**config.mk**
```make
export PLATFORM = sky130hd
export DESIGN_NAME = bfla_ctrl
export DESIGN_NICKNAME = d
export VERILOG_FILES = /design/src/rtl/bfla_pkg.sv /design/src/rtl/bfla_ctrl.sv
export VERILOG_INCLUDE_DIRS = /design/src /design/src/rtl
export SDC_FILE = /design/constraint.sdc
export NUM_CORES = 1
export LEC_CHECK = 0
export BUFFER_PORTS_ARGS = -buffer_cell sky130_fd_sc_hd__buf_4
export CELL_PAD_IN_SITES_DETAIL_PLACEMENT = 0
export CELL_PAD_IN_SITES_GLOBAL_PLACEMENT = 1
export CORE_MARGIN = 2
export CORE_UTILIZATION = 43
export DETAILED_ROUTE_END_ITERATION = 6
export PLACE_DENSITY = 0.95
export SYNTH_ARGS = -nofsm -noshare
export SYNTH_HDL_FRONTEND = slang
export SYNTH_SLANG_ARGS = --single-unit
```
**constraint.sdc**
```tcl
create_clock -name clk -period 5.2 [get_ports clk]
set_input_delay 0.78 -clock clk [delete_from_list [all_inputs] [get_ports clk]]
set_output_delay 0.78 -clock clk [all_outputs]
set_load 0.02 [all_outputs]
```
**src/rtl/block_free_list_allocator_defines.svh**
```systemverilog
// ----------------------------------------------------------------------------
// Block free-list allocator assertion macros
// Shorthand for clocked implication checks; clk and rst_n come from the
// module that expands them.
// ----------------------------------------------------------------------------
`ifndef BLOCK_FREE_LIST_ALLOCATOR_DEFINES_SVH
`define BLOCK_FREE_LIST_ALLOCATOR_DEFINES_SVH

// same-cycle implication
`define BFLA_ASSERT_IMP(label, ante, cons, msg) \
    label: assert property (@(posedge clk) disable iff (!rst_n) (ante) |-> (cons)) \
        else $error(msg);

// next-cycle implication
`define BFLA_ASSERT_NXT(label, ante, cons, msg) \
    label: assert property (@(posedge clk) disable iff (!rst_n) (ante) |=> (cons)) \
        else $error(msg);

`endif

```
**src/rtl/bfla_pkg.sv**
```systemverilog
// ----------------------------------------------------------------------------
// bfla_pkg
// Shared constants, types and link conversion helpers for the allocator.
// ----------------------------------------------------------------------------
`timescale 1ns / 1ps

package bfla_pkg;

    localparam int BLOCK_COUNT = 4096;
    localparam int IDX_W       = $clog2(BLOCK_COUNT);
    localparam int LINK_W      = IDX_W + 1;
    localparam int STEP_W      = $clog2(BLOCK_COUNT + 1);
    localparam int FIELD_W     = 13;

    localparam logic [1:0] REQ_ALLOC   = 2'd0;
    localparam logic [1:0] REQ_RELEASE = 2'd1;
    localparam logic [1:0] REQ_SETLINK = 2'd2;

    localparam logic [1:0] STAT_OK      = 2'd0;
    localparam logic [1:0] STAT_EMPTY   = 2'd1;
    localparam logic [1:0] STAT_NULL    = 2'd2;
    localparam logic [1:0] STAT_OVERRUN = 2'd3;

    // link: msb set means chain end / null
    typedef logic [LINK_W-1:0] link_t;

    localparam link_t LINK_NIL = {1'b1, {IDX_W{1'b0}}};

    typedef struct packed {
        logic              we;
        logic [IDX_W-1:0]  waddr;
        link_t             wdata;
        logic [IDX_W-1:0]  raddr;
    } mem_req_t;

    typedef struct packed {
        logic               valid;
        logic [FIELD_W-1:0] block_id;
        logic [1:0]         status;
        logic [FIELD_W-1:0] free_head;
    } result_t;

    // negative or out-of-range field values become null
    function automatic link_t field_to_link(logic [FIELD_W-1:0] raw);
        logic [31:0] wide;
        wide = 32'(raw);
        if (raw[FIELD_W-1] || (wide >= 32'(BLOCK_COUNT)))
            return LINK_NIL;
        return {1'b0, wide[IDX_W-1:0]};
    endfunction

    function automatic logic [FIELD_W-1:0] link_to_field(link_t l);
        logic [31:0] wide;
        wide = 32'(l[IDX_W-1:0]);
        if (l[IDX_W])
            return {FIELD_W{1'b1}};
        return wide[FIELD_W-1:0];
    endfunction

endpackage

```
**src/rtl/bfla_ctrl.sv**
```systemverilog
// ----------------------------------------------------------------------------
// bfla_ctrl
// Request sequencer: table init sweep, allocate pop, release chain walk
// (one link check per cycle through the table read port) and set-link.
// ----------------------------------------------------------------------------
`timescale 1ns / 1ps
`include "block_free_list_allocator_defines.svh"

module bfla_ctrl (
    input  logic                           clk,
    input  logic                           rst_n,
    input  logic                           in_valid,
    output logic                           in_ready,
    input  logic [1:0]                     in_req,
    input  logic [bfla_pkg::FIELD_W-1:0]   in_block,
    input  logic [bfla_pkg::FIELD_W-1:0]   in_link,
    input  logic                           out_free,
    output bfla_pkg::mem_req_t             mem_req,
    input  bfla_pkg::link_t                mem_rdata,
    output bfla_pkg::result_t              result
);
    import bfla_pkg::*;

    localparam logic [1:0] ST_INIT  = 2'd0;
    localparam logic [1:0] ST_IDLE  = 2'd1;
    localparam logic [1:0] ST_ALLOC = 2'd2;
    localparam logic [1:0] ST_WALK  = 2'd3;

    logic [1:0]        state_reg,    state_next;
    logic [IDX_W-1:0]  init_cnt_reg, init_cnt_next;
    link_t             head_reg,     head_next;
    link_t             chain_reg,    chain_next;
    logic [IDX_W-1:0]  cur_reg,      cur_next;
    logic [STEP_W-1:0] step_reg,     step_next;

    link_t blk;
    link_t lnk;
    logic  accept;

    assign blk      = field_to_link(in_block);
    assign lnk      = field_to_link(in_link);
    assign in_ready = (state_reg == ST_IDLE) && out_free;
    assign accept   = in_valid && in_ready;

    always_comb
    begin
        state_next       = state_reg;
        init_cnt_next    = init_cnt_reg;
        head_next        = head_reg;
        chain_next       = chain_reg;
        cur_next         = cur_reg;
        step_next        = step_reg;

        mem_req.we       = 1'b0;
        mem_req.waddr    = cur_reg;
        mem_req.wdata    = LINK_NIL;
        mem_req.raddr    = head_reg[IDX_W-1:0];

        result.valid     = 1'b0;
        result.block_id  = {FIELD_W{1'b1}};
        result.status    = STAT_OK;
        result.free_head = link_to_field(head_reg);

        unique case (state_reg)
            ST_INIT:
            begin
                mem_req.we    = 1'b1;
                mem_req.waddr = init_cnt_reg;
                if (init_cnt_reg == IDX_W'(BLOCK_COUNT - 1))
                begin
                    mem_req.wdata = LINK_NIL;
                    state_next    = ST_IDLE;
                end
                else
                begin
                    mem_req.wdata = {1'b0, init_cnt_reg + 1'b1};
                    init_cnt_next = init_cnt_reg + 1'b1;
                end
            end

            ST_IDLE:
            begin
                // prefetch the link needed first: chain head for release, free head otherwise
                if (in_valid && (in_req == REQ_RELEASE))
                    mem_req.raddr = blk[IDX_W-1:0];
                if (accept)
                begin
                    unique case (in_req)
                        REQ_ALLOC:
                        begin
                            if (head_reg[IDX_W])
                            begin
                                result.valid  = 1'b1;
                                result.status = STAT_EMPTY;
                            end
                            else
                            begin
                                state_next = ST_ALLOC;
                            end
                        end
                        REQ_RELEASE:
                        begin
                            if (blk[IDX_W])
                            begin
                                result.valid  = 1'b1;
                                result.status = STAT_NULL;
                            end
                            else
                            begin
                                chain_next = blk;
                                cur_next   = blk[IDX_W-1:0];
                                step_next  = '0;
                                state_next = ST_WALK;
                            end
                        end
                        REQ_SETLINK:
                        begin
                            result.valid = 1'b1;
                            if (blk[IDX_W])
                            begin
                                result.status = STAT_NULL;
                            end
                            else
                            begin
                                mem_req.we    = 1'b1;
                                mem_req.waddr = blk[IDX_W-1:0];
                                mem_req.wdata = lnk;
                            end
                        end
                        default:
                        begin
                            result.valid = 1'b1;
                        end
                    endcase
                end
            end

            ST_ALLOC:
            begin
                // mem_rdata holds the link of the old head
                mem_req.we       = 1'b1;
                mem_req.waddr    = head_reg[IDX_W-1:0];
                mem_req.wdata    = LINK_NIL;
                head_next        = mem_rdata;
                result.valid     = 1'b1;
                result.block_id  = link_to_field(head_reg);
                result.free_head = link_to_field(mem_rdata);
                state_next       = ST_IDLE;
            end

            ST_WALK:
            begin
                // mem_rdata holds the link of cur_reg
                if (mem_rdata[IDX_W])
                begin
                    mem_req.we       = 1'b1;
                    mem_req.waddr    = cur_reg;
                    mem_req.wdata    = head_reg;
                    head_next        = chain_reg;
                    result.valid     = 1'b1;
                    result.free_head = link_to_field(chain_reg);
                    state_next       = ST_IDLE;
                end
                else if (step_reg == STEP_W'(BLOCK_COUNT))
                begin
                    result.valid  = 1'b1;
                    result.status = STAT_OVERRUN;
                    state_next    = ST_IDLE;
                end
                else
                begin
                    mem_req.raddr = mem_rdata[IDX_W-1:0];
                    cur_next      = mem_rdata[IDX_W-1:0];
                    step_next     = step_reg + 1'b1;
                end
            end

            default:
            begin
                state_next = ST_IDLE;
            end
        endcase
    end

    always_ff @(posedge clk or negedge rst_n)
    begin
        if (!rst_n)
        begin
            state_reg    <= ST_INIT;
            init_cnt_reg <= '0;
            head_reg     <= '0;
        end
        else
        begin
            state_reg    <= state_next;
            init_cnt_reg <= init_cnt_next;
            head_reg     <= head_next;
        end
    end

    always_ff @(posedge clk)
    begin
        chain_reg <= chain_next;
        cur_reg   <= cur_next;
        step_reg  <= step_next;
    end

    `BFLA_ASSERT_IMP(a_ready_only_idle, in_ready, state_reg == ST_IDLE, "ready outside idle")
    `BFLA_ASSERT_IMP(a_result_has_room, result.valid, out_free, "result with output full")
    `BFLA_ASSERT_IMP(a_walk_bounded, state_reg == ST_WALK, step_reg <= STEP_W'(BLOCK_COUNT), "walk step overflow")
    `BFLA_ASSERT_NXT(a_alloc_one_cycle, state_reg == ST_ALLOC, state_reg == ST_IDLE, "allocate did not finish")
    `BFLA_ASSERT_IMP(a_no_write_on_read_idle, (state_reg == ST_IDLE) && !accept, !mem_req.we, "table write while idle")

endmodule

```
=== Yosys cells after proc, flatten, opt, wreduce, memory -nomap -nowiden ===
Index checks and enable logic that the tools add are counted.

* Add/subtract/negate cells: 2
* Order comparisons: 2
* Eq/ne operators: 18
* Mux-type cells: 66
* Bitwise operators: 2
* Reduce and logical (&&, ||, !) cells: 15

{| class="wikitable"
|+ Operators with widths
! operator !! count
|-
| two-way mux 13 bit || 19
|-
| two-way mux 26 bit || 4
|-
| case mux 26 bit (4 select lines) || 1
|-
| two-way mux 12 bit || 8
|-
| case mux 13 bit (2 select lines) || 3
|-
| case mux 12 bit (2 select lines) || 2
|-
| >= comparator 13 bit (second input constant) || 2
|-
| two-way mux 2 bit || 10
|-
| adder 13 x 1 -> 13 bit (second input constant) || 1
|-
| equality test 13 bit (second input constant) || 1
|-
| two-way mux 1 bit || 13
|-
| adder 12 x 1 -> 12 bit (second input constant) || 1
|-
| equality test 12 bit (second input constant) || 1
|-
| inequality test 2 bit (second input constant) || 6
|-
| case mux 2 bit (2 select lines) || 3
|-
| AND reduction 6 bit || 2
|-
| inequality test 3 bit (second input constant) || 3
|-
| case mux 2 bit (4 select lines) || 1
|-
| equality test 2 bit (second input constant) || 3
|-
| equality test 2 x 1 -> 1 bit (second input constant) || 2
|-
| logical NOT 2 bit || 2
|-
| AND reduction 2 bit || 2
|-
| AND reduction 4 bit || 1
|-
| nonzero test 2 bit || 2
|-
| other kinds (8) || 12
|}

* Flip-flop bits (word level): 64
* Input port bits: 45
* Output and inout bits: 68
* Logic and storage cells: 111

=== Longest topological paths before layout ===
Gate-level depths: netlist of run 1.

* Word-level depth: 8
* Gate-level depth with buffers: 7
* Gate-level depth less buffers: 6

=== Least setup slack after synthesis of run 1 ===
No wires, ideal clock.

* Kind: input-to-reg
* Start: input port in_req[1]
* End: register cur_reg[0], enable pin
* Setup time: 362 ps
* Data arrival time: 2662 ps
* Data required time: 4838 ps
* Path slack: 2177 ps
* Stages on the path: 4
* Buffers on the path: 0
* Cells stage by stage: inv_1 > ha_1 > nor3b_1 > or2_2

* Word-level cells in the longest chain between the ends: 3

{| class="wikitable"
|+ Ends and longest elaborated chain
! item !! RTL line !! source
|-
| start, declared || bfla_ctrl.sv:14 || <nowiki>input logic [1:0] in_req,</nowiki>
|-
| equality test 2 x 1 -> 1 bit || bfla_ctrl.sv:88 || <nowiki>unique case (in_req)</nowiki>
|-
| inequality test 2 x 1 -> 1 bit (no source line) || - ||
|-
| AND reduction 6 bit (no source line) || - ||
|-
| end signal, assigned || bfla_ctrl.sv:204 || <nowiki>cur_reg <= cur_next;</nowiki>
|-
| end, declared || bfla_ctrl.sv:33 || <nowiki>logic [IDX_W-1:0] cur_reg, cur_next;</nowiki>
|}

Every way passes these cells.
A chain may end at the register's enable or synchronous reset.

==> summary by stage, run 1 <==
Run status
The flow ran to the end, and the final reports show no timing, DRC or antenna violations.

STA
The number of endpoints with negative hold slack in the final report is 0. The highest clock rate is 0.268 GHz. At the pin with the least slew margin, the transition time is 1.13 ns. Setup repair after global routing left no endpoint under its margin. The setup TNS is 0 ns. The total of endpoints with negative setup slack in the final report is 0.

On the final layout, the worst clock skew is 0.00993 ns. The clock period could shrink to 3.73 ns. The number of pins exceeding their max-slew limit in the final report is 0. The worst pin sits at a relative slew slack of 24.4%.

The final cycle utilization of the critical path is 71.8%. On the final layout, the worst hold slack is 0.353 ns.

Floorplan
The die covers 10,900 um2. 113 I/O pins were placed. Measured along the x axis, the die boundary spans 104 um.

After floorplanning, the core was divided into 36 placement rows. The initial cell density of the core is 44.3%. The chip height is 104 um. The core area is 9770 um2.

Run
Across the run, the number of max-cap violations was 0.

Place
The final HPWL from detailed placement is 9.74 mm. The count of buffers added on input and output ports is 112. The congestion estimate from routability-driven global placement came to 0.866.

Critical path
The largest single stage delay on the critical path is 0.87 ns. The slowest stage of the critical path belongs to the cell sky130_fd_sc_hd__a21oi_1. The signal on the critical path passes through nor2b_1 -> and3_1 -> a21oi_1 -> a221o_1 -> buf_4. The largest fanout on the critical path is 19.

STA classifies the critical path startpoint as a register. The worst setup path is captured at a primary output. The data arrival at the endpoint of the critical path is 2.95 ns. The category of the most critical setup path is reg2out. The required time at the worst-slack endpoint is 4.42 ns.

CTS
Clock tree synthesis found a total of 64 sinks. The CTS root buffer is sky130_fd_sc_hd__clkbuf_8. The number of H-tree levels is 3. The TritonCTS clock tree is done. The post-CTS clock slew at the launch and capture registers of the worst setup and hold paths is 0.07 ns. The setup fix buffers added after clock tree synthesis is 0.

For the worst-skew pair, the clock arrives at the later sink with an insertion delay of 0.34 ns. TritonCTS created 9 clock buffers. The count of hold buffers inserted by post-cts repair is 0.

Counting along the longest clock path gives a buffer depth of 2. The post-cts gate resize count is 0.

Logic synthesis
The mapped netlist covers 4330 um2. In this run, synthesis inferred 37 flip-flops with an integrated enable. In the post-synthesis netlist, the cell with the most instances is sky130_fd_sc_hd__nor2_1. In the synthesized netlist the async set-or-reset flop fraction comes to 42.2%. The commonest register cell after synthesis is sky130_fd_sc_hd__edfxtp_1. The synthesized design spends more area on one cell type than any other, namely sky130_fd_sc_hd__edfxtp_1. Counting flops and latches in the post-synthesis netlist gives 64. The netlist uses 64 different library cells. The post-synthesis area per instance is 9.24 um2. The number of nets handed over by synthesis was 520. Summing the sequential cell areas from Yosys gives 41.3% of the chip area.

In the synthesized netlist, the number of instances is 468. Yosys attributes the largest share of cell area to sky130_fd_sc_hd__edfxtp_1 (26%), sky130_fd_sc_hd__dfrtp_1 (16%), sky130_fd_sc_hd__nor2_1 (4.0%). Yosys printed 0 warnings. The synthesized design devotes to its leading area cell type 25.7% of total area. The commonest cells after synthesis are sky130_fd_sc_hd__nor2_1 (46), sky130_fd_sc_hd__edfxtp_1 (37), sky130_fd_sc_hd__nand2_1 (32), sky130_fd_sc_hd__dfrtp_1 (27), sky130_fd_sc_hd__a21oi_1 (26).

Global route
The number of global-route vias before repair came to 4,010. Entering global routing, the biggest net connects 28 pins. For this run the aggregate overflow at the end of global routing stands at 0. The first global-routing pass estimated 21.6 mm of wire.

The number of antenna violations at the first check in global routing is 0. Global routing used 24.8% of the available tracks across all layers.

Route
The detailed router used layers up to and including met4. The via density per instance is 5.87. In the detailed route, the total length drawn on met2 is 6.58 mm. The overall routed net length is 13.6 mm.

In the final routing, the length of wire on met1 measures 5.86 mm. The total number of vias is 4,130. For this run, design rule violations remaining after detail routing come to 0. The remaining number of nets flagged by the antenna check after routing is 0. The total met3 wirelength after detailed routing is 981 um. The detailed-routing iteration count for the pre-antenna-repair pass is 5. The detailed router finished its first iteration with 297 violations. After detailed routing, the average wire length per cell comes to 19.4 um.

Power and ir drop
For this design the static power due to leakage is 2.30 nW. The part of the total power dissipated in the clock network is 39.9%. The part of the total power dissipated in sequential elements is 51.8%. VDD sags by at most 0.0000956 V. In this run the power density over the cells is 192 nW/um2. The total net switching power is 239 uW.

The cell-internal power is 801 uW. The share of total power dissipated in combinational logic is 8.2%. The switching share of total power is 23.0%.

Final layout
In the final design database the tool counted 617 nets. The number of antenna diodes in the final layout is 0. The area growth from synthesis to layout is 25.2%. Of the cells placed in the final design, the portion with a size suffix greater than 1 is 27.0%.

Min path
The tightest min-delay check is of the in2async type.
-- metrics by stage --
stage / power (mW) / setup WS, ns / area, um2 / utilization (%) / cells
after floorplan: 0.580 / 2.18 / 4330 / - / 468
after global placement: 0.633 / 1.74 / 5220 / 53.4 / 687
after detailed placement: 0.635 / 1.71 / 5220 / 53.4 / 687
after CTS: 1.04 / 1.49 / 5420 / 55.4 / 703
after global routing: 1.07 / 1.26 / 5420 / 55.4 / 703
final: 1.04 / 1.47 / 5420 / 55.4 / 703
-- area by class of cell --
cell class	instances	area, um2
clock inverters	2	12.5
multi-input cells	349	2300
flip-flops and latches	64	1790
well taps	133	166
inverters	24	90.1
clock buffers	14	183
repair buffers	117	878
fillers	879	4360
-- critical path: cells and delay by family (launching register included) --
family | cells | cell delay, ns
AOI/OAI and AO/OA | 2 | 1.18
buffers and inverters | 1 | 0.15
DFF | 1 | 0.78
and+or+nand+nor | 2 | 0.51
-- metal layers --
| layer | vias up | track usage (%) |
|---|---|---|
| met5 | - | 0 |
| met4 | 0 | 8.01 |
| met3 | 21 | 5.01 |
| met2 | 199 | 40.4 |
| met1 | 1998 | 33.2 |
| li1 | 1912 | - |
-- cell usage in the layout, fill, tap and decap left out, types with 3 or more instances in the layout --
cell | netlist | routed
sky130_fd_sc_hd__buf_4 | 1 | 117
sky130_fd_sc_hd__nor2_1 | 46 | 46
sky130_fd_sc_hd__edfxtp_1 | 37 | 37
sky130_fd_sc_hd__nand2_1 | 32 | 32
sky130_fd_sc_hd__dfrtp_1 | 27 | 27
sky130_fd_sc_hd__a21oi_1 | 26 | 26
sky130_fd_sc_hd__inv_1 | 23 | 23
sky130_fd_sc_hd__o21ai_0 | 23 | 23
sky130_fd_sc_hd__o22ai_1 | 22 | 22
sky130_fd_sc_hd__nand2b_1 | 19 | 19
sky130_fd_sc_hd__nor3_1 | 15 | 15
sky130_fd_sc_hd__a221o_1 | 14 | 14
sky130_fd_sc_hd__xor2_1 | 13 | 13
sky130_fd_sc_hd__clkbuf_8 | 0 | 13
sky130_fd_sc_hd__xnor2_1 | 12 | 12
sky130_fd_sc_hd__or3_1 | 12 | 12
sky130_fd_sc_hd__nand3_1 | 11 | 11
sky130_fd_sc_hd__a22o_1 | 10 | 10
sky130_fd_sc_hd__a22oi_1 | 9 | 9
sky130_fd_sc_hd__a211oi_1 | 8 | 8
sky130_fd_sc_hd__nor2b_1 | 7 | 7
sky130_fd_sc_hd__and3_1 | 7 | 7
sky130_fd_sc_hd__ha_1 | 7 | 7
sky130_fd_sc_hd__nand4_1 | 6 | 6
sky130_fd_sc_hd__mux2i_1 | 5 | 5
sky130_fd_sc_hd__a21o_1 | 3 | 3
-- cells by family after synthesis --
family	after synthesis	share of synthesized area, %
mux	7	1.76
flops	64	41.3
compound gates	133	21.5
xor+xnor	25	5.06
fa+ha+maj	7	2.02
buf+inv	55	5.52
simple gates	177	22.8
-- power groups by stage --
| stage | logic [mW] | clock network (mW) | registers (mW) |
|---|---|---|---|
| after floorplan | 0.0328 | 0 | 0.547 |
| after detailed placement | 0.0849 | 0 | 0.550 |
| after CTS | 0.0854 | 0.416 | 0.539 |
| final | 0.0858 | 0.416 | 0.539 |
| after global routing | 0.0930 | 0.438 | 0.539 |
| after global placement | 0.0835 | 0 | 0.550 |
-- final timing paths --
check / slack (ns) / end / cells past startpoint / start
max: 1.47 / mem_req[10] / 5 / state_reg[1]$_DFFE_PN0P_
min: 0.35 / init_cnt_reg[8]$_DFFE_PN0N_ / 1 / rst_n
max reg2reg: 2.53 / cur_reg[8]$_DFFE_PP_ / 4 / state_reg[1]$_DFFE_PN0P_
min reg2reg: 0.56 / init_cnt_reg[11]$_DFFE_PN0N_ / 1 / init_cnt_reg[11]$_DFFE_PN0N_
max in group asynchronous: 4.56 / init_cnt_reg[9]$_DFFE_PN0N_ / 1 / rst_n
min in group clk: 0.56 / init_cnt_reg[11]$_DFFE_PN0N_ / 1 / init_cnt_reg[11]$_DFFE_PN0N_
No activity file was read; power rests on OpenSTA's default activity.
==> run 2, diff against run 1 <==
--- a/config.mk
+++ b/config.mk
@@ -10,9 +10,9 @@
 export CELL_PAD_IN_SITES_DETAIL_PLACEMENT = 0
 export CELL_PAD_IN_SITES_GLOBAL_PLACEMENT = 1
 export CORE_MARGIN = 2
-export CORE_UTILIZATION = 43
+export CORE_UTILIZATION = 40
 export DETAILED_ROUTE_END_ITERATION = 6
-export PLACE_DENSITY = 0.95
+export PLACE_DENSITY = 0.9
 export SYNTH_ARGS = -nofsm -noshare
 export SYNTH_HDL_FRONTEND = slang
 export SYNTH_SLANG_ARGS = --single-unit
==> constraint.sdc (replaced) <==
create_clock -name clk -period 3.7 [get_ports clk]
set_input_delay 0.555 -clock clk [delete_from_list [all_inputs] [get_ports clk]]
set_output_delay 0.555 -clock clk [all_outputs]
set_load 0.02 [all_outputs]
==> run 2 against run 1 <==
  * Die area rose by 7.2%
  * Utilization fell by 2.9 points
  * Hold slack got worse by 0.23 ns
  * Clock skew barely moved
  * Worst setup slack got worse by 1.2 ns
  * Clock-buffer cell count fell by 4
  * Via count rose by 0.22%
  * Combinational power rose by 41%
  * First-iteration DRC count rose by 4.0%
  * Register-to-register slack got worse by 1.4 ns
  * Critical endpoint is now mem_req[1]
  * Largest power group unchanged
==> summary by stage, run 2 (same netlist as run 1, synthesis figures left out) <==
Route
The initial detailed-routing violation count is 309. Once detail routing completed, the nets flagged for antenna violations numbered 0. Summing over every cut layer, the via total after detailed routing is 4,139. After detailed routing, the number of vias per cell comes to 5.83. Wires add up to 13.8 mm. After detailed routing, the average wire length per cell comes to 19.4 um. The post-route DRC violation count is 0.

The detailed-routing iteration count for the pre-antenna-repair pass is 5.

Final layout
At the end of the flow, the number of nets in the layout was 621. The area growth from synthesis to layout is 26.4%. In the layout the commonest cells are sky130_fd_sc_hd__buf_4 (121), sky130_fd_sc_hd__nor2_1 (46), sky130_fd_sc_hd__edfxtp_1 (37). The share of layout cells above drive strength 1 is 27.5%. The area used by sequential logic in the layout is 1790 um2. Cells fill 52.5% of the core in the end.

Fill cells in the final layout number 980. The final antenna diode count is 0. The most frequent standard cell in the layout excluding fill and tap cells is sky130_fd_sc_hd__buf_4. Summing all multi-input logic gate instances after layout gives 2300 um2.

Floorplan
The floorplan step defined a core boundary enclosing 10,400 um2. Once the floorplan was initialized, standard cells occupied 41.5% of the core. The chip height is 108 um. The row count is 37.

In this run the count of I/O pins placed on the die edge is 113. The die covers 11,700 um2. The horizontal extent of the die is 108 um.

Critical path
The worst register-to-register path begins at state_reg[0]$_DFFE_PN0P_. The data arrival at the endpoint of the critical path is 2.88 ns. Along the worst path, the maximum fanout reaches 22. STA classifies the critical path startpoint as a register.

The category of the most critical setup path is reg2out. The launching instance or port of the critical path is state_reg[0]$_DFFE_PN0P_. At the worst endpoint, the required time is 3.14 ns. The element type at the critical path end is a primary output.

CTS
The post-cts gate resize count is 0. The number of sinks on the clock net is 64. The TritonCTS clock tree is done. The clock latency reported for the late side of the worst-skew pair is 0.35 ns.

CTS placed an instance of sky130_fd_sc_hd__clkbuf_8 at the clock tree root. The count of hold buffers inserted by post-cts repair is 0. The clock tree synthesis step divided the H-tree into 3 levels. The maximum buffer depth of the clock tree is 2. The post-CTS clock slew at the launch and capture registers of the worst setup and hold paths is 0.08 ns. The number of buffers created by CTS is 9. The setup fix buffers added after clock tree synthesis is 0.

Power and ir drop
For this design the total switching power over the nets is 350 uW. IR analysis of the VDD net gives a maximum drop of 0.000173 V. The share of total power dissipated in sequential elements is 49.3%. The switching share of total power is 22.8%. The cell-internal power is 1.19 mW. In this run the static leakage power is 2.33 nW. The total power of the final layout is 1.54 mW. The clock network burns 42.8% of the power.

The power density normalized to cell area is 281 nW/um2. The portion of total power attributed to combinational logic is 7.9%.

Global route
The number of global-route vias before repair is 4,099. The number of antenna violations at the first check in global routing is 0. The final global-route overflow total is 0. The first global-routing pass estimated 21.2 mm of wire. The maximum number of pins on one net before global-route repair is 28. The overall routing resource usage is 23.7%.

STA
The number of pins exceeding their max-slew limit in the final report is 0. Setup repair after global routing left no endpoint under its margin. The worst clock skew on the final layout is 0.00987 ns.

The final critical path takes up 92.9% of the cycle. After layout, the worst setup slack is 0.263 ns. Setup violations remaining at the end of the flow were counted as 0.

Based on the critical path, the design can be clocked at up to 0.291 GHz. The setup TNS is 0 ns. The headroom to the max-slew limit is 19.9%.

The worst path needs 3.44 ns of the cycle, external delays included. The number of endpoints with negative hold slack in the final report came to 0. At the pin with the least slew margin, the transition time is 1.20 ns.

Run
The number of maximum-capacitance constraint violations is 0.

Place
The final HPWL from detailed placement is 10.0 mm. The routability congestion estimate from global placement is 0.858. The number of input and output port buffers inserted is 112.

The placement-stage worst setup slack is 0.625 ns.

Run status
The flow ran to the end, and the final reports show no timing, DRC or antenna violations.

Min path
The worst hold path belongs to the class in2async.
## run 2: final timing paths
kind                                                      to  slack [ns]  cells after the start
min in group clk                       cur_reg[10]$_DFFE_PP_        0.50                      3
worst min register to register  init_cnt_reg[11]$_DFFE_PN0N_        0.58                      1
worst min-delay path             init_cnt_reg[6]$_DFFE_PN0N_        0.12                      1
worst max-delay path                              mem_req[1]        0.26                      6
max in group asynchronous            head_reg[5]$_DFFE_PN0P_        3.28                      1
worst max register to register          cur_reg[9]$_DFFE_PP_        1.12                      5
## run 2: through the flow
| step | instance area [um2] | hold WS [ns] | std cells |
|---|---|---|---|
| after global routing | 5470 | 0.135 | 710 |
| final | 5470 | 0.124 | 710 |
| after detailed placement | 5260 | 0.501 | 694 |
| after floorplan | 4330 | 0.259 | 468 |
| after global placement | 5260 | 0.499 | 694 |
| after CTS | 5470 | 0.126 | 710 |
## run 2: layout make-up
class | instances | share of cell area (%)
clock buffer | 10 | 2.33
tap | 136 | 3.11
sequential | 64 | 32.7
multi-input combinational | 349 | 42.1
timing repair buffer | 121 | 16.6
clock inverter | 6 | 1.53
inverter | 24 | 1.65
## run 2: worst max-delay path, cell delays in order (launching register included)
cell	delay, ns
sky130_fd_sc_hd__dfrtp_1	0.49
sky130_fd_sc_hd__buf_4	0.27
sky130_fd_sc_hd__nand2_2	0.29
sky130_fd_sc_hd__nor2_2	0.10
sky130_fd_sc_hd__a21oi_1	0.92
sky130_fd_sc_hd__a221o_1	0.31
sky130_fd_sc_hd__buf_4	0.15
## run 2: per-layer routing
layer,share of wire [%],vias up,track usage [%],routed length (um)
met3,9.3,29,5.91,1280
met5,0,-,0,0
met1,42,1974,30.5,5740
met2,47,212,38.4,6420
met4,2.4,0,9.07,333
li1,-,1924,-,-
## run 2: power by group through the flow
stage                     Combinational (mW)  Clock, mW  Sequential (mW)
after floorplan                       0.0462          0            0.769
after global placement                 0.118          0            0.773
after detailed placement               0.120          0            0.773
after CTS                              0.121      0.662            0.758
after global routing                   0.131      0.694            0.758
final                                  0.121      0.658            0.758
==> run 3, diff against run 2 <==
--- a/config.mk
+++ b/config.mk
@@ -7,10 +7,10 @@
 export NUM_CORES = 1
 export LEC_CHECK = 0
 export BUFFER_PORTS_ARGS = -buffer_cell sky130_fd_sc_hd__buf_4
-export CELL_PAD_IN_SITES_DETAIL_PLACEMENT = 0
-export CELL_PAD_IN_SITES_GLOBAL_PLACEMENT = 1
-export CORE_MARGIN = 2
-export CORE_UTILIZATION = 40
+export CELL_PAD_IN_SITES_DETAIL_PLACEMENT = 1
+export CELL_PAD_IN_SITES_GLOBAL_PLACEMENT = 2
+export CORE_MARGIN = 4
+export CORE_UTILIZATION = 32
 export DETAILED_ROUTE_END_ITERATION = 6
 export PLACE_DENSITY = 0.9
 export SYNTH_ARGS = -nofsm -noshare
==> run 3 against run 2 <==
  * Non-clock buffer count stayed put
  * Critical path depth is 1 higher
  * Clock-buffer cell count up 3
  * First-iteration DRC count rose by 8.4%
  * Routed wire length increased by 17%
  * Sequential share of layout area fell by 0.95 points
  * Register-to-register slack gained 0.08 ns
  * Die area up 32%
  * Global-route usage is 3.5 points lower
  * Cell area rose by 3.0%
  * Critical path type unchanged
  * Largest power group is now the clock network
==> summary by stage, run 3 (same netlist as run 1, synthesis figures left out) <==
Run status
The run finished with clean final reports.

Power and ir drop
The share of total power dissipated in sequential elements is 41.7%. The power density normalized to cell area is 324 nW/um2. The portion of total power attributed to combinational logic is 6.8%. In this run switching power makes up 21.1% of total power.

Across the VDD grid, the largest voltage drop is 0.000208 V. The part of the total power dissipated in the clock network is 51.5%. The internal power of the cells totals 1.44 mW. The total power of the final layout is 1.82 mW. The static power due to leakage is 2.38 nW.

Summed over all nets, the switching power comes to 385 uW.

STA
The setup TNS is 0 ns. Subtracting the final worst setup slack from the clock period gives 3.44 ns. Across the routed clock network, the largest skew measured is 0.0113 ns.

The transition time at the pin with the least slew margin is 1.24 ns. The tightest hold margin is 0.145 ns. The number of endpoints with negative hold slack in the final report is 0. The final critical path takes up 92.9% of the cycle. The number of pins exceeding their max-slew limit in the final report is 0. Setup repair after global routing left no endpoint under its margin. The highest clock rate is 0.291 GHz. The total of endpoints with negative setup slack in the final report is 0. Measured against its own limit, the worst slew margin works out to 17.7%.

Critical path
The element type at the critical path end is a primary output. The terminus of the critical flop-to-flop path is step_reg[11]$_SDFFCE_PN0P_. The worst setup path is launched from a register. The category of the most critical setup path is reg2out. The signal on the critical path passes through inv_1 -> ha_1 -> nor4b_4 -> nand3_2 -> a21oi_1 -> a221o_1 -> buf_4. The number of cells on the worst reg-to-reg path is 4.

The kind of cell with the highest combined delay on the critical path is compound AO/OA/AOI/OAI gates. The worst register-to-register path begins at state_reg[0]$_DFFE_PN0P_. Along the worst path, the maximum fanout reaches 11. Among all stages on the critical path, the largest delay is contributed by sky130_fd_sc_hd__a21oi_1. The sum of buffers and inverters on the critical path is 2. The data arrival at the endpoint of the critical path is 2.88 ns. The reg-to-reg setup timing slack is 1.20 ns. The delay of the slowest cell on the worst path is 0.99 ns.

The required time at the worst-slack endpoint is 3.14 ns.

Min path
The worst min-delay path category is in2async.

Run
The number of maximum-capacitance constraint violations is 0.

Final layout
The final cell count without fillers is 750. The top cell types in the final layout, fill and taps aside, are sky130_fd_sc_hd__buf_4 (121), sky130_fd_sc_hd__nor2_1 (46), sky130_fd_sc_hd__edfxtp_1 (37). The area growth from synthesis to layout is 30.2%. Cells fill 42.5% of the core in the end.

Leaving out fill and tap cells, the most frequent cell in the layout is sky130_fd_sc_hd__buf_4. For this run, the post-layout net count is 621. In the final layout, the share of cells above drive strength 1 is 27.4%. The final antenna diode count is 0.

Route
The routed design has 16.1 mm of wire. The first TritonRoute pass finished after 5 iterations. The total number of vias is 4,165.

The first routing iteration left 335 violations. The average routed wire per standard cell is 21.5 um. After detailed routing, the number of remaining DRC violations is 0. The via density per instance is 5.55. In this run the remaining antenna-violating nets after routing total 0.

Floorplan
Measured along the y axis, the die boundary spans 124 um. The initial cell density of the core is 32.7%. The total area inside the core boundary comes to 13,200 um2.

The floorplan has 42 rows. The count of boundary I/O pins is 113. The area enclosed by the die boundary is 15,400 um2. The horizontal extent of the die is 124 um.

Place
The routability congestion estimate from global placement is 0.882. Input and output buffers added on the ports amount to 112. After detailed placement, the design holds a cell count of 734.

Once detailed placement completed, the half-perimeter wirelength came to 11.7 mm.

CTS
The number of H-tree levels is 3. The later pin in the worst-skew pair is clocked with a latency of 0.34 ns. The number of setup buffers added after CTS is 0.

Clock tree synthesis found a total of 64 sinks. The CTS root buffer is sky130_fd_sc_hd__clkbuf_16. TritonCTS built the clock tree. The number of buffers created by CTS is 9.

Hold repair after CTS inserted 0 buffers. The post-cts gate resize count is 0. The maximum buffer depth of the clock tree is 2. After clock tree synthesis, the clock-pin slew on the worst setup and hold paths is 0.05 ns.

Global route
The overall routing resource usage is 20.2%. The number of antenna violations at the first check in global routing is 0. The final global-route overflow total is 0.

The number of global-route vias before repair is 4,320. Entering global routing, the biggest net connects 28 pins. The first-pass GRT wire length is 25.1 mm.
[run 3: cell type report]
class                   instances  area (um2)
clock buffers                  13         260
clock inverters                 3        65.1
fillers                      1577        7610
inverters                      24        90.1
multi-input cells             349        2300
flip-flops and latches         64        1790
well taps                     176         220
repair buffers                121         908
[run 3: power groups by stage]
stage	Clock [mW]	Sequential [mW]	Combinational, mW
3_3_place_gp	0	0.773	0.121
6_report	0.939	0.759	0.124
2_1_floorplan	0	0.769	0.0462
5_1_grt	0.987	0.759	0.135
3_5_place_dp	0	0.773	0.124
4_1_cts	0.953	0.759	0.125
[run 3: routing by layer]
layer,up-vias,global-route usage (%),share of wire [%]
met2,152,33.5,49
met5,-,0,0
met3,20,4.89,6.2
met4,0,5.22,1.6
met1,2067,26.5,43
li1,1926,-,-
[run 3: worst max-delay path by stage]
stage	endpoint	startpoint	depth (start not counted)
floorplan	cur_reg[0]$_DFFE_PP_	in_req[1]	4
global placement	mem_req[2]	in_req[1]	7
detailed placement	mem_req[2]	in_req[1]	7
CTS	mem_req[2]	step_reg[0]$_SDFFCE_PN0P_	7
global route	mem_req[2]	step_reg[0]$_SDFFCE_PN0P_	7
finish	mem_req[10]	step_reg[0]$_SDFFCE_PN0P_	7
[run 3: through the flow]
step,setup slack [ns],cell area (um2)
3_5_place_dp,0.560,5310
3_3_place_gp,0.585,5310
6_report,0.262,5630
2_1_floorplan,0.902,4330
4_1_cts,0.247,5630
5_1_grt,0.0882,5630
